`src/hw/rtl/b2h_pkg.sv`:
```
// Shared types, codes and constants of the BGR to HSV pixel converter.
`default_nettype none

package b2h_pkg;

    // Channel and datapath widths.
    localparam int CH_W      = 8;
    localparam int NUM_W     = 16;
    localparam int HNUM_W    = 18;
    localparam int DIV_STEPS = 8;
    localparam int STEP_W    = $clog2(DIV_STEPS);

    // Pipeline depth: front stage, numerator stage, one stage per quotient bit.
    localparam int NUM_STAGES = DIV_STEPS + 2;

    // Hue arithmetic in half degrees.
    localparam int HUE_SCALE     = 30;
    localparam int HUE_GREEN_OFS = 60;
    localparam int HUE_BLUE_OFS  = 120;
    localparam int HUE_TURN      = 180;
    localparam int HUE_LIMIT     = 180;
    localparam int SAT_SCALE     = 255;

    // Sector codes, chosen by which channel holds the maximum.
    localparam logic [1:0] SECT_RED   = 2'd0;
    localparam logic [1:0] SECT_GREEN = 2'd1;
    localparam logic [1:0] SECT_BLUE  = 2'd2;

    // Input pixel.
    typedef struct packed {
        logic [CH_W-1:0] blue;
        logic [CH_W-1:0] green;
        logic [CH_W-1:0] red;
    } pix_t;

    // Output pixel.
    typedef struct packed {
        logic [CH_W-1:0] hue;
        logic [CH_W-1:0] saturation;
        logic [CH_W-1:0] brightness;
    } hsv_t;

    // Front stage: extremes, chroma and sector.
    typedef struct packed {
        logic [CH_W-1:0] blue;
        logic [CH_W-1:0] green;
        logic [CH_W-1:0] red;
        logic [CH_W-1:0] maxv;
        logic [CH_W-1:0] chroma;
        logic [1:0]      sector;
    } front_t;

    // One lane of the restoring divider.
    typedef struct packed {
        logic [NUM_W-1:0] rem;
        logic [CH_W-1:0]  dvs;
        logic [CH_W-1:0]  quo;
    } div_lane_t;

    // Payload of the divider stages: two lanes plus the side information.
    typedef struct packed {
        div_lane_t       sat;
        div_lane_t       hue;
        logic            sat_zero;
        logic            hue_zero;
        logic [CH_W-1:0] brightness;
    } div_pipe_t;

endpackage

`default_nettype wire

```
`src/hw/rtl/b2h_div_step.sv`:
```
// One quotient bit of the saturation and hue dividers.
`default_nettype none

module b2h_div_step
    import b2h_pkg::*;
(
    input  div_pipe_t         cur,
    input  logic [STEP_W-1:0] bit_idx,
    output div_pipe_t         nxt
);

    // Compare the partial remainder against the shifted divisor and subtract.
    function automatic div_lane_t lane_step(div_lane_t l, logic [STEP_W-1:0] sh);
        div_lane_t        r;
        logic [NUM_W-1:0] trial;
        r     = l;
        trial = NUM_W'(l.dvs) << sh;
        if (l.rem >= trial)
        begin
            r.rem     = l.rem - trial;
            r.quo[sh] = 1'b1;
        end
        return r;
    endfunction

    // Both lanes advance by one bit; the side information rides along.
    always_comb
    begin
        nxt     = cur;
        nxt.sat = lane_step(cur.sat, bit_idx);
        nxt.hue = lane_step(cur.hue, bit_idx);
    end

endmodule

`default_nettype wire

```
`src/hw/rtl/bgr_to_hsv_pixel.sv`:
```
// Top level of the pipelined BGR to HSV pixel converter.
//
// Usage: a pixel (blue, green, red) is offered on pix with pix_valid and is
// taken on a transfer where pix_valid and pix_ready are both high. The
// result (hue in half degrees, saturation, brightness) leaves on hsv with
// hsv_valid and is taken on a transfer where hsv_valid and hsv_ready are
// both high. Results come out in input order, one per pixel.
// Pipeline: ten stages in all: one front stage (max, min, sector), one
// numerator stage, and eight divider stages, each resolving one quotient bit
// of both the saturation and the hue division.
// Throughput: one pixel per clock while the receiver takes results.
// Stalls: each stage holds its item until the next stage is free, so empty
// stages keep filling while hsv_ready is low and pix_ready stays high until
// every stage holds an item. Nothing is dropped or repeated.
// Reset: rst_n clears all stage valid bits; the pipeline comes up empty.
`default_nettype none

module bgr_to_hsv_pixel
    import b2h_pkg::*;
(
    input  logic clk,
    input  logic rst_n,
    input  logic pix_valid,
    output logic pix_ready,
    input  pix_t pix,
    output logic hsv_valid,
    input  logic hsv_ready,
    output hsv_t hsv
);

    localparam int LAST = NUM_STAGES - 1;

    logic [NUM_STAGES-1:0] valid_reg;
    logic [NUM_STAGES-1:0] valid_next;
    logic [NUM_STAGES-1:0] adv;

    front_t    front_reg;
    front_t    front_next;
    div_pipe_t num_reg;
    div_pipe_t num_next;
    div_pipe_t div_reg  [DIV_STEPS];
    div_pipe_t div_next [DIV_STEPS];

    // A stage may load when it is empty or its item moves on in this cycle.
    always_comb
    begin
        adv[LAST] = !valid_reg[LAST] || hsv_ready;
        for (int i = LAST - 1; i >= 0; i--)
        begin
            adv[i] = !valid_reg[i] || adv[i + 1];
        end
    end

    assign pix_ready = adv[0];

    // Valid bits follow the items from stage to stage.
    always_comb
    begin
        valid_next = valid_reg;
        if (adv[0])
        begin
            valid_next[0] = pix_valid;
        end
        for (int i = 1; i < NUM_STAGES; i++)
        begin
            if (adv[i])
            begin
                valid_next[i] = valid_reg[i - 1];
            end
        end
    end

    always_ff @(posedge clk or negedge rst_n)
    begin
        if (!rst_n)
        begin
            valid_reg <= '0;
        end
        else
        begin
            valid_reg <= valid_next;
        end
    end

    // Front stage: largest and smallest channel, chroma, sector.
    always_comb
    begin
        logic [CH_W-1:0] mx;
        logic [CH_W-1:0] mn;
        mx = pix.red;
        mn = pix.red;
        if (pix.green > mx)
        begin
            mx = pix.green;
        end
        if (pix.blue > mx)
        begin
            mx = pix.blue;
        end
        if (pix.green < mn)
        begin
            mn = pix.green;
        end
        if (pix.blue < mn)
        begin
            mn = pix.blue;
        end
        front_next.blue   = pix.blue;
        front_next.green  = pix.green;
        front_next.red    = pix.red;
        front_next.maxv   = mx;
        front_next.chroma = mx - mn;
        if (mx == pix.red)
        begin
            front_next.sector = SECT_RED;
        end
        else if (mx == pix.green)
        begin
            front_next.sector = SECT_GREEN;
        end
        else
        begin
            front_next.sector = SECT_BLUE;
        end
    end

    // Numerator stage: 255 * chroma for saturation, sector formula for hue.
    always_comb
    begin
        logic signed [HNUM_W-1:0] d_s;
        logic signed [HNUM_W-1:0] hnum;
        d_s = HNUM_W'(signed'({1'b0, front_reg.chroma}));
        case (front_reg.sector)
            SECT_RED:
            begin
                hnum = HNUM_W'(HUE_SCALE) *
                       (HNUM_W'(signed'({1'b0, front_reg.green})) -
                        HNUM_W'(signed'({1'b0, front_reg.blue})));
                if (hnum < 0)
                begin
                    hnum = hnum + HNUM_W'(HUE_TURN) * d_s;
                end
            end
            SECT_GREEN:
            begin
                hnum = HNUM_W'(HUE_GREEN_OFS) * d_s + HNUM_W'(HUE_SCALE) *
                       (HNUM_W'(signed'({1'b0, front_reg.blue})) -
                        HNUM_W'(signed'({1'b0, front_reg.red})));
            end
            default:
            begin
                hnum = HNUM_W'(HUE_BLUE_OFS) * d_s + HNUM_W'(HUE_SCALE) *
                       (HNUM_W'(signed'({1'b0, front_reg.red})) -
                        HNUM_W'(signed'({1'b0, front_reg.green})));
            end
        endcase
        num_next.sat.rem    = NUM_W'(NUM_W'(SAT_SCALE) * NUM_W'(front_reg.chroma));
        num_next.sat.dvs    = front_reg.maxv;
        num_next.sat.quo    = '0;
        num_next.hue.rem    = hnum[NUM_W-1:0];
        num_next.hue.dvs    = front_reg.chroma;
        num_next.hue.quo    = '0;
        num_next.sat_zero   = (front_reg.maxv == '0);
        num_next.hue_zero   = (front_reg.chroma == '0);
        num_next.brightness = front_reg.maxv;
    end

    // Divider stages, most significant quotient bit first.
    for (genvar k = 0; k < DIV_STEPS; k++)
    begin : g_div
        b2h_div_step u_step (
            .cur     ((k == 0) ? num_reg : div_reg[(k == 0) ? 0 : k - 1]),
            .bit_idx (STEP_W'(DIV_STEPS - 1 - k)),
            .nxt     (div_next[k])
        );
    end

    // Payload registers load together with their valid bits.
    always_ff @(posedge clk)
    begin
        if (adv[0])
        begin
            front_reg <= front_next;
        end
        if (adv[1])
        begin
            num_reg <= num_next;
        end
        for (int k = 0; k < DIV_STEPS; k++)
        begin
            if (adv[k + 2])
            begin
                div_reg[k] <= div_next[k];
            end
        end
    end

    // Output: a gray pixel has hue 0, a black pixel saturation 0.
    always_comb
    begin
        hsv.hue        = div_reg[DIV_STEPS-1].hue_zero ? '0 : div_reg[DIV_STEPS-1].hue.quo;
        hsv.saturation = div_reg[DIV_STEPS-1].sat_zero ? '0 : div_reg[DIV_STEPS-1].sat.quo;
        hsv.brightness = div_reg[DIV_STEPS-1].brightness;
    end

    assign hsv_valid = valid_reg[LAST];

    // The pipeline takes a pixel whenever the output stage is free.
    a_ready_when_drained: assert property (
        @(posedge clk) disable iff (!rst_n)
        !valid_reg[LAST] |-> pix_ready
    ) else $error("pix_ready low while the output stage is empty");

    // A held item in the front stage keeps its valid bit.
    a_hold_keeps_valid: assert property (
        @(posedge clk) disable iff (!rst_n)
        (valid_reg[0] && !adv[0]) |=> valid_reg[0]
    ) else $error("front stage lost an item while stalled");

    // Hue stays below a full turn (180 half degrees).
    a_hue_range: assert property (
        @(posedge clk) disable iff (!rst_n)
        hsv_valid |-> (hsv.hue < CH_W'(HUE_LIMIT))
    ) else $error("hue out of range");

    // A black pixel has neither hue nor saturation.
    a_black_pixel: assert property (
        @(posedge clk) disable iff (!rst_n)
        (hsv_valid && hsv.brightness == '0) |-> (hsv.hue == '0 && hsv.saturation == '0)
    ) else $error("black pixel with nonzero hue or saturation");

endmodule

`default_nettype wire

```
`config.mk`:
```
export PLATFORM = sky130hd
export DESIGN_NAME = bgr_to_hsv_pixel
export DESIGN_NICKNAME = d
export VERILOG_FILES = /design/src/hw/rtl/b2h_pkg.sv /design/src/hw/rtl/b2h_div_step.sv /design/src/hw/rtl/bgr_to_hsv_pixel.sv
export SDC_FILE = /design/constraint.sdc
export NUM_CORES = 1
export LEC_CHECK = 0
export BUFFER_PORTS_ARGS = -buffer_cell sky130_fd_sc_hd__buf_2
export CORE_UTILIZATION = 60
export DETAILED_ROUTE_END_ITERATION = 12
export PLACE_DENSITY_LB_ADDON = 0.3
export RECOVER_POWER = 25
export SETUP_SLACK_MARGIN = 0.1
export SLEW_MARGIN = 15
export SYNTH_ARGS = -nofsm -noshare
export SYNTH_HDL_FRONTEND = slang
export SYNTH_HIERARCHICAL = 1
export SYNTH_SLANG_ARGS = --single-unit
```
`constraint.sdc`:
```
create_clock -name clk -period 13.2 [get_ports clk]
set_clock_uncertainty 0.15 [all_clocks]
set_input_delay 0.66 -clock clk [delete_from_list [all_inputs] [get_ports clk]]
set_output_delay 0.66 -clock clk [all_outputs]
set_load 0.005 [all_outputs]
```
======== Word level (Yosys, flattened, before mapping) ========
Memory sizes are Yosys's and may differ from the RTL's.
Index checks and enable logic that the tools add are counted.
cells by class
  multipliers ............................. 7
  multiplexer cells ....................... 57
  reductions and logical operators ........ 23
  add/sub/neg operators ................... 23
  magnitude comparators ................... 21
  equal/unequal tests ..................... 3
operators by type and width
  kind                    count
  $mux W16                17
  $mux W8                 8
  $mul A5 B9 Y14 const A  3
  $ge A16 B10 Y1          2
  $ge A16 B11 Y1          2
  $ge A16 B12 Y1          2
  $ge A16 B13 Y1          2
  $ge A16 B14 Y1          2
  $ge A16 B15 Y1          2
  $ge A16 B8 Y1           2
  $ge A16 B9 Y1           2
  $pmux W16 S2            1
  $sub A16 B10 Y16        2
  $sub A16 B11 Y16        2
  $sub A16 B12 Y16        2
  $sub A16 B13 Y16        2
  $sub A16 B14 Y16        2
  $sub A16 B15 Y16        2
  $sub A16 B8 Y16         2
  $sub A16 B9 Y16         2
  $sub A8 B8 Y9           3
  $mul A4 B8 Y12 const A  2
  $mux W1                 18
  $add A15 B15 Y16        1
  20 further kinds        49
storage, ports and cells
  bits in writable memories ............... 592
  memories ................................ 1
  bits of input ports ..................... 28
  output and inout port bits .............. 26
  logic and storage cells ................. 157
  bits in registers ....................... 102
memories
  memory   words  bits a word  read ports  clocked after Yosys merged registers in  wr ports  line                    RTL
  div_reg  8      74           8           0                                        8         bgr_to_hsv_pixel.sv:41  div_pipe_t div_reg [DIV_STEPS];

======== Longest topological paths before layout ========
  depth after elaboration ................. 11
  mapped depth ............................ 30

======== Cells and area by module ========
Netlist, hierarchy kept.
by module, submodules not included
  module                              cells an instance  sequential area each (sq um)  times used  area each (sq um)
  bgr_to_hsv_pixel                    2034               19288.5                       1           30274.0
  b2h_div_step (g_div[4].u_step ...)  423                0.0                           3           3067.9
  b2h_div_step (g_div[1].u_step ...)  442                0.0                           2           3129.3
  b2h_div_step (g_div[3].u_step)      423                0.0                           1           3065.4
  b2h_div_step (g_div[0].u_step)      446                0.0                           1           3061.7
  b2h_div_step (g_div[7].u_step)      434                0.0                           1           3007.9

======== Least setup slack after synthesis ========
OpenSTA, ideal clock, no wires.
  kind .................................... register -> register
  from .................................... register front_reg[26] in the netlist's numbering
  to ...................................... register num_reg[41] in the netlist's numbering, data pin
  data required time ...................... 12.891 ns
  path slack .............................. 6.980 ns
  stages on the path, launching flop included .. 30
  library setup time ...................... 0.159 ns
  path buffers ............................ 2
  arrival time ............................ 5.911 ns
  cell sequence ........................... edfxtp_1 inv_1 ha_1 inv_1 fa_1 a211o_1 a21oi_1 o21a_1 or2_0 buf_2 inv_1 ha_1 fa_1 inv_1 fa_1 inv_1 ha_1 or4_4 a31oi_4 a2111o_1 o41ai_2 nor2_4 buf_6 inv_1 ha_1 a21o_1 a31oi_1 xnor2_1 or3_1 o211ai_1
RTL lines
  element                 line                     RTL
  from (decl)             bgr_to_hsv_pixel.sv:37   front_t front_reg;
  from (signal assigned)  bgr_to_hsv_pixel.sv:183  front_reg <= front_next;
  to (signal assigned)    bgr_to_hsv_pixel.sv:187  num_reg <= num_next;
  to (decl)               bgr_to_hsv_pixel.sv:39   div_pipe_t num_reg;

==> flow_summary.ini <==
[run_status]
status = finished clean

[routing]
routed_wire_length_per_instance_um = 19.4
viasPerCell = 6.11
post_route_antenna_net_violation_count = 0
route.detailed.drc = 0
number_of_search_and_repair_iterations_in_the_first_detailed_routing_pass = 6
routed_vias = 38621
drt-total-wl_um = 123000
drt_iter0_drc = 2864

[sta]
grt_setup_unrepaired = false
finalHoldViolCount = 0
final-max-slew-violation-count = 0
timing.slew.headroom_pct = 27.0
maxClockFrequency_mhz = 143
setup-violations-final = 0
post-route-min-period_ps = 7000
worstMarginPinSlew_ps = 1090
setup-tns-final_ps = 0
final_min_period_over_clock_period_pct = 53.1

[worst_setup_path]
crit_slowest_cell = or4_4
crit_required_ps = 13530
worst-r2r-cell-count = 27
crit_cells = 27
critPathCaptureType = register
timing.critical_path.buf_inv = 6
peak_fanout_along_the_critical_path = 16
crit_family = adder cells
setup.worst_path.class = reg -> reg
worst_path_largest_cell_delay_ps = 590
critical_path.most_common_cell = inv_1
cp_data_arrival_time_ps = 7330
setup.worst_path.start_class = register

[cts]
cts_resized = 0
cts_buffers = 74
clkLatencyLatePin_ps = 640
ctsLongestPathBuffers = 3
postCtsSetupBuffers = 0
numClockSinks = 644
cts_root_buf = clkbuf_16
cts_tree = done
cts_htree_levels = 3
postCtsHoldBufs = 1
path_clk_slew_ps = 70

[floorplan]
die_area_um2 = 90400
ios = 54
core-area_um2 = 88400
die-height_um = 301
initial_utilization_pct = 60.6
die_w_um = 301
floorplan.rows = 109

[yosys]
synthCells = 5293
syn-mean-instance-area_um2 = 10.1
ys.warnings.count = 6
mappedNetlistArea_um2 = 53500

[global_routing]
grt_antenna_before_repair = 2
grtUsageTotal_pct = 26.9
gr-total-overflow = 0
grt_first_pass_wirelength_um = 196000
via_count_of_the_first_global_routing_pass = 37228
largest_net_degree_at_the_start_of_global_routing = 76

[cells_and_area]
layout-drive-gt1-share_pct = 9.04
final.fill_count = 7143
post_layout_nonfiller_instances = 6321
insertedDiodeCount = 0
stdcell_area_um2 = 55500
final_nets = 5707
layout-area-overhead-vs-synth_pct = 3.75
layout.cells.most_common = edfxtp_1
max_reg_flops = 544
mostFrequentLayoutCells = edfxtp_1, ha_1, inv_1

[place]
io_buffer_count = 53
hpwl_um = 95900
placed_area_um2 = 53100
place.detailed.instances = 6188
gp_congestion = 0.951

[flow_run]
max_cap_viol_count = 0

[min_path]
hold_path_class = in -> reg
hold-path-cell-count = 2
worst reg2reg max path: cells and delay by family, from the launching register on:
kind	cells	cell delay, ps
buf+inv	6	510
flops	1	390
xor+xnor	1	110
simple gates	4	1700
fa+ha+maj	7	2480
compound gates	9	1530
metal layers:
layer | up-vias | share of wire (%) | global-route usage (%)
met5 | - | 0.024 | 0
met4 | 4 | 4.5 | 11.6
met3 | 272 | 5.0 | 2.92
met2 | 1167 | 50 | 48.6
met1 | 18384 | 40 | 32.4
li1 | 18794 | - | -
metrics by stage:
stage                     hold WS, ps  worst slack [ps]  utilization [%]
after floorplan                   214              6980                -
after global placement            253              6460             60.1
after detailed placement          255              6280             60.1
after CTS                        9.88              6260             62.9
after global routing             45.4              5800             62.8
final                            53.9              6200             62.8
final timing paths:
kind	start	end	slack, ps
worst max register to register	front_reg[26]	num_reg[41]	6200
min in group asynchronous	rst_n	valid_reg[5]	400
worst max-delay path	front_reg[26]	num_reg[41]	6200
max in group asynchronous	rst_n	valid_reg[8]	12090
worst min-delay path	pix_valid	valid_reg[0]	50
worst min register to register	div_reg[0][82]	div_reg[0][156]	260
layout make-up:
type | count | area, µm² | share of cell area [%]
clock inverter | 46 | 490 | 0.883
timing repair buffer | 69 | 357 | 0.642
sequential | 644 | 19300 | 34.7
inverter | 370 | 1390 | 2.50
multi-input combinational | 3941 | 30600 | 55.1
tap | 1165 | 1460 | 2.63
clock buffer | 86 | 1960 | 3.53
Power is left out: the tool's default activity adds up to more than one toggle a clock period on the data nets, which glitch-free logic cannot reach.
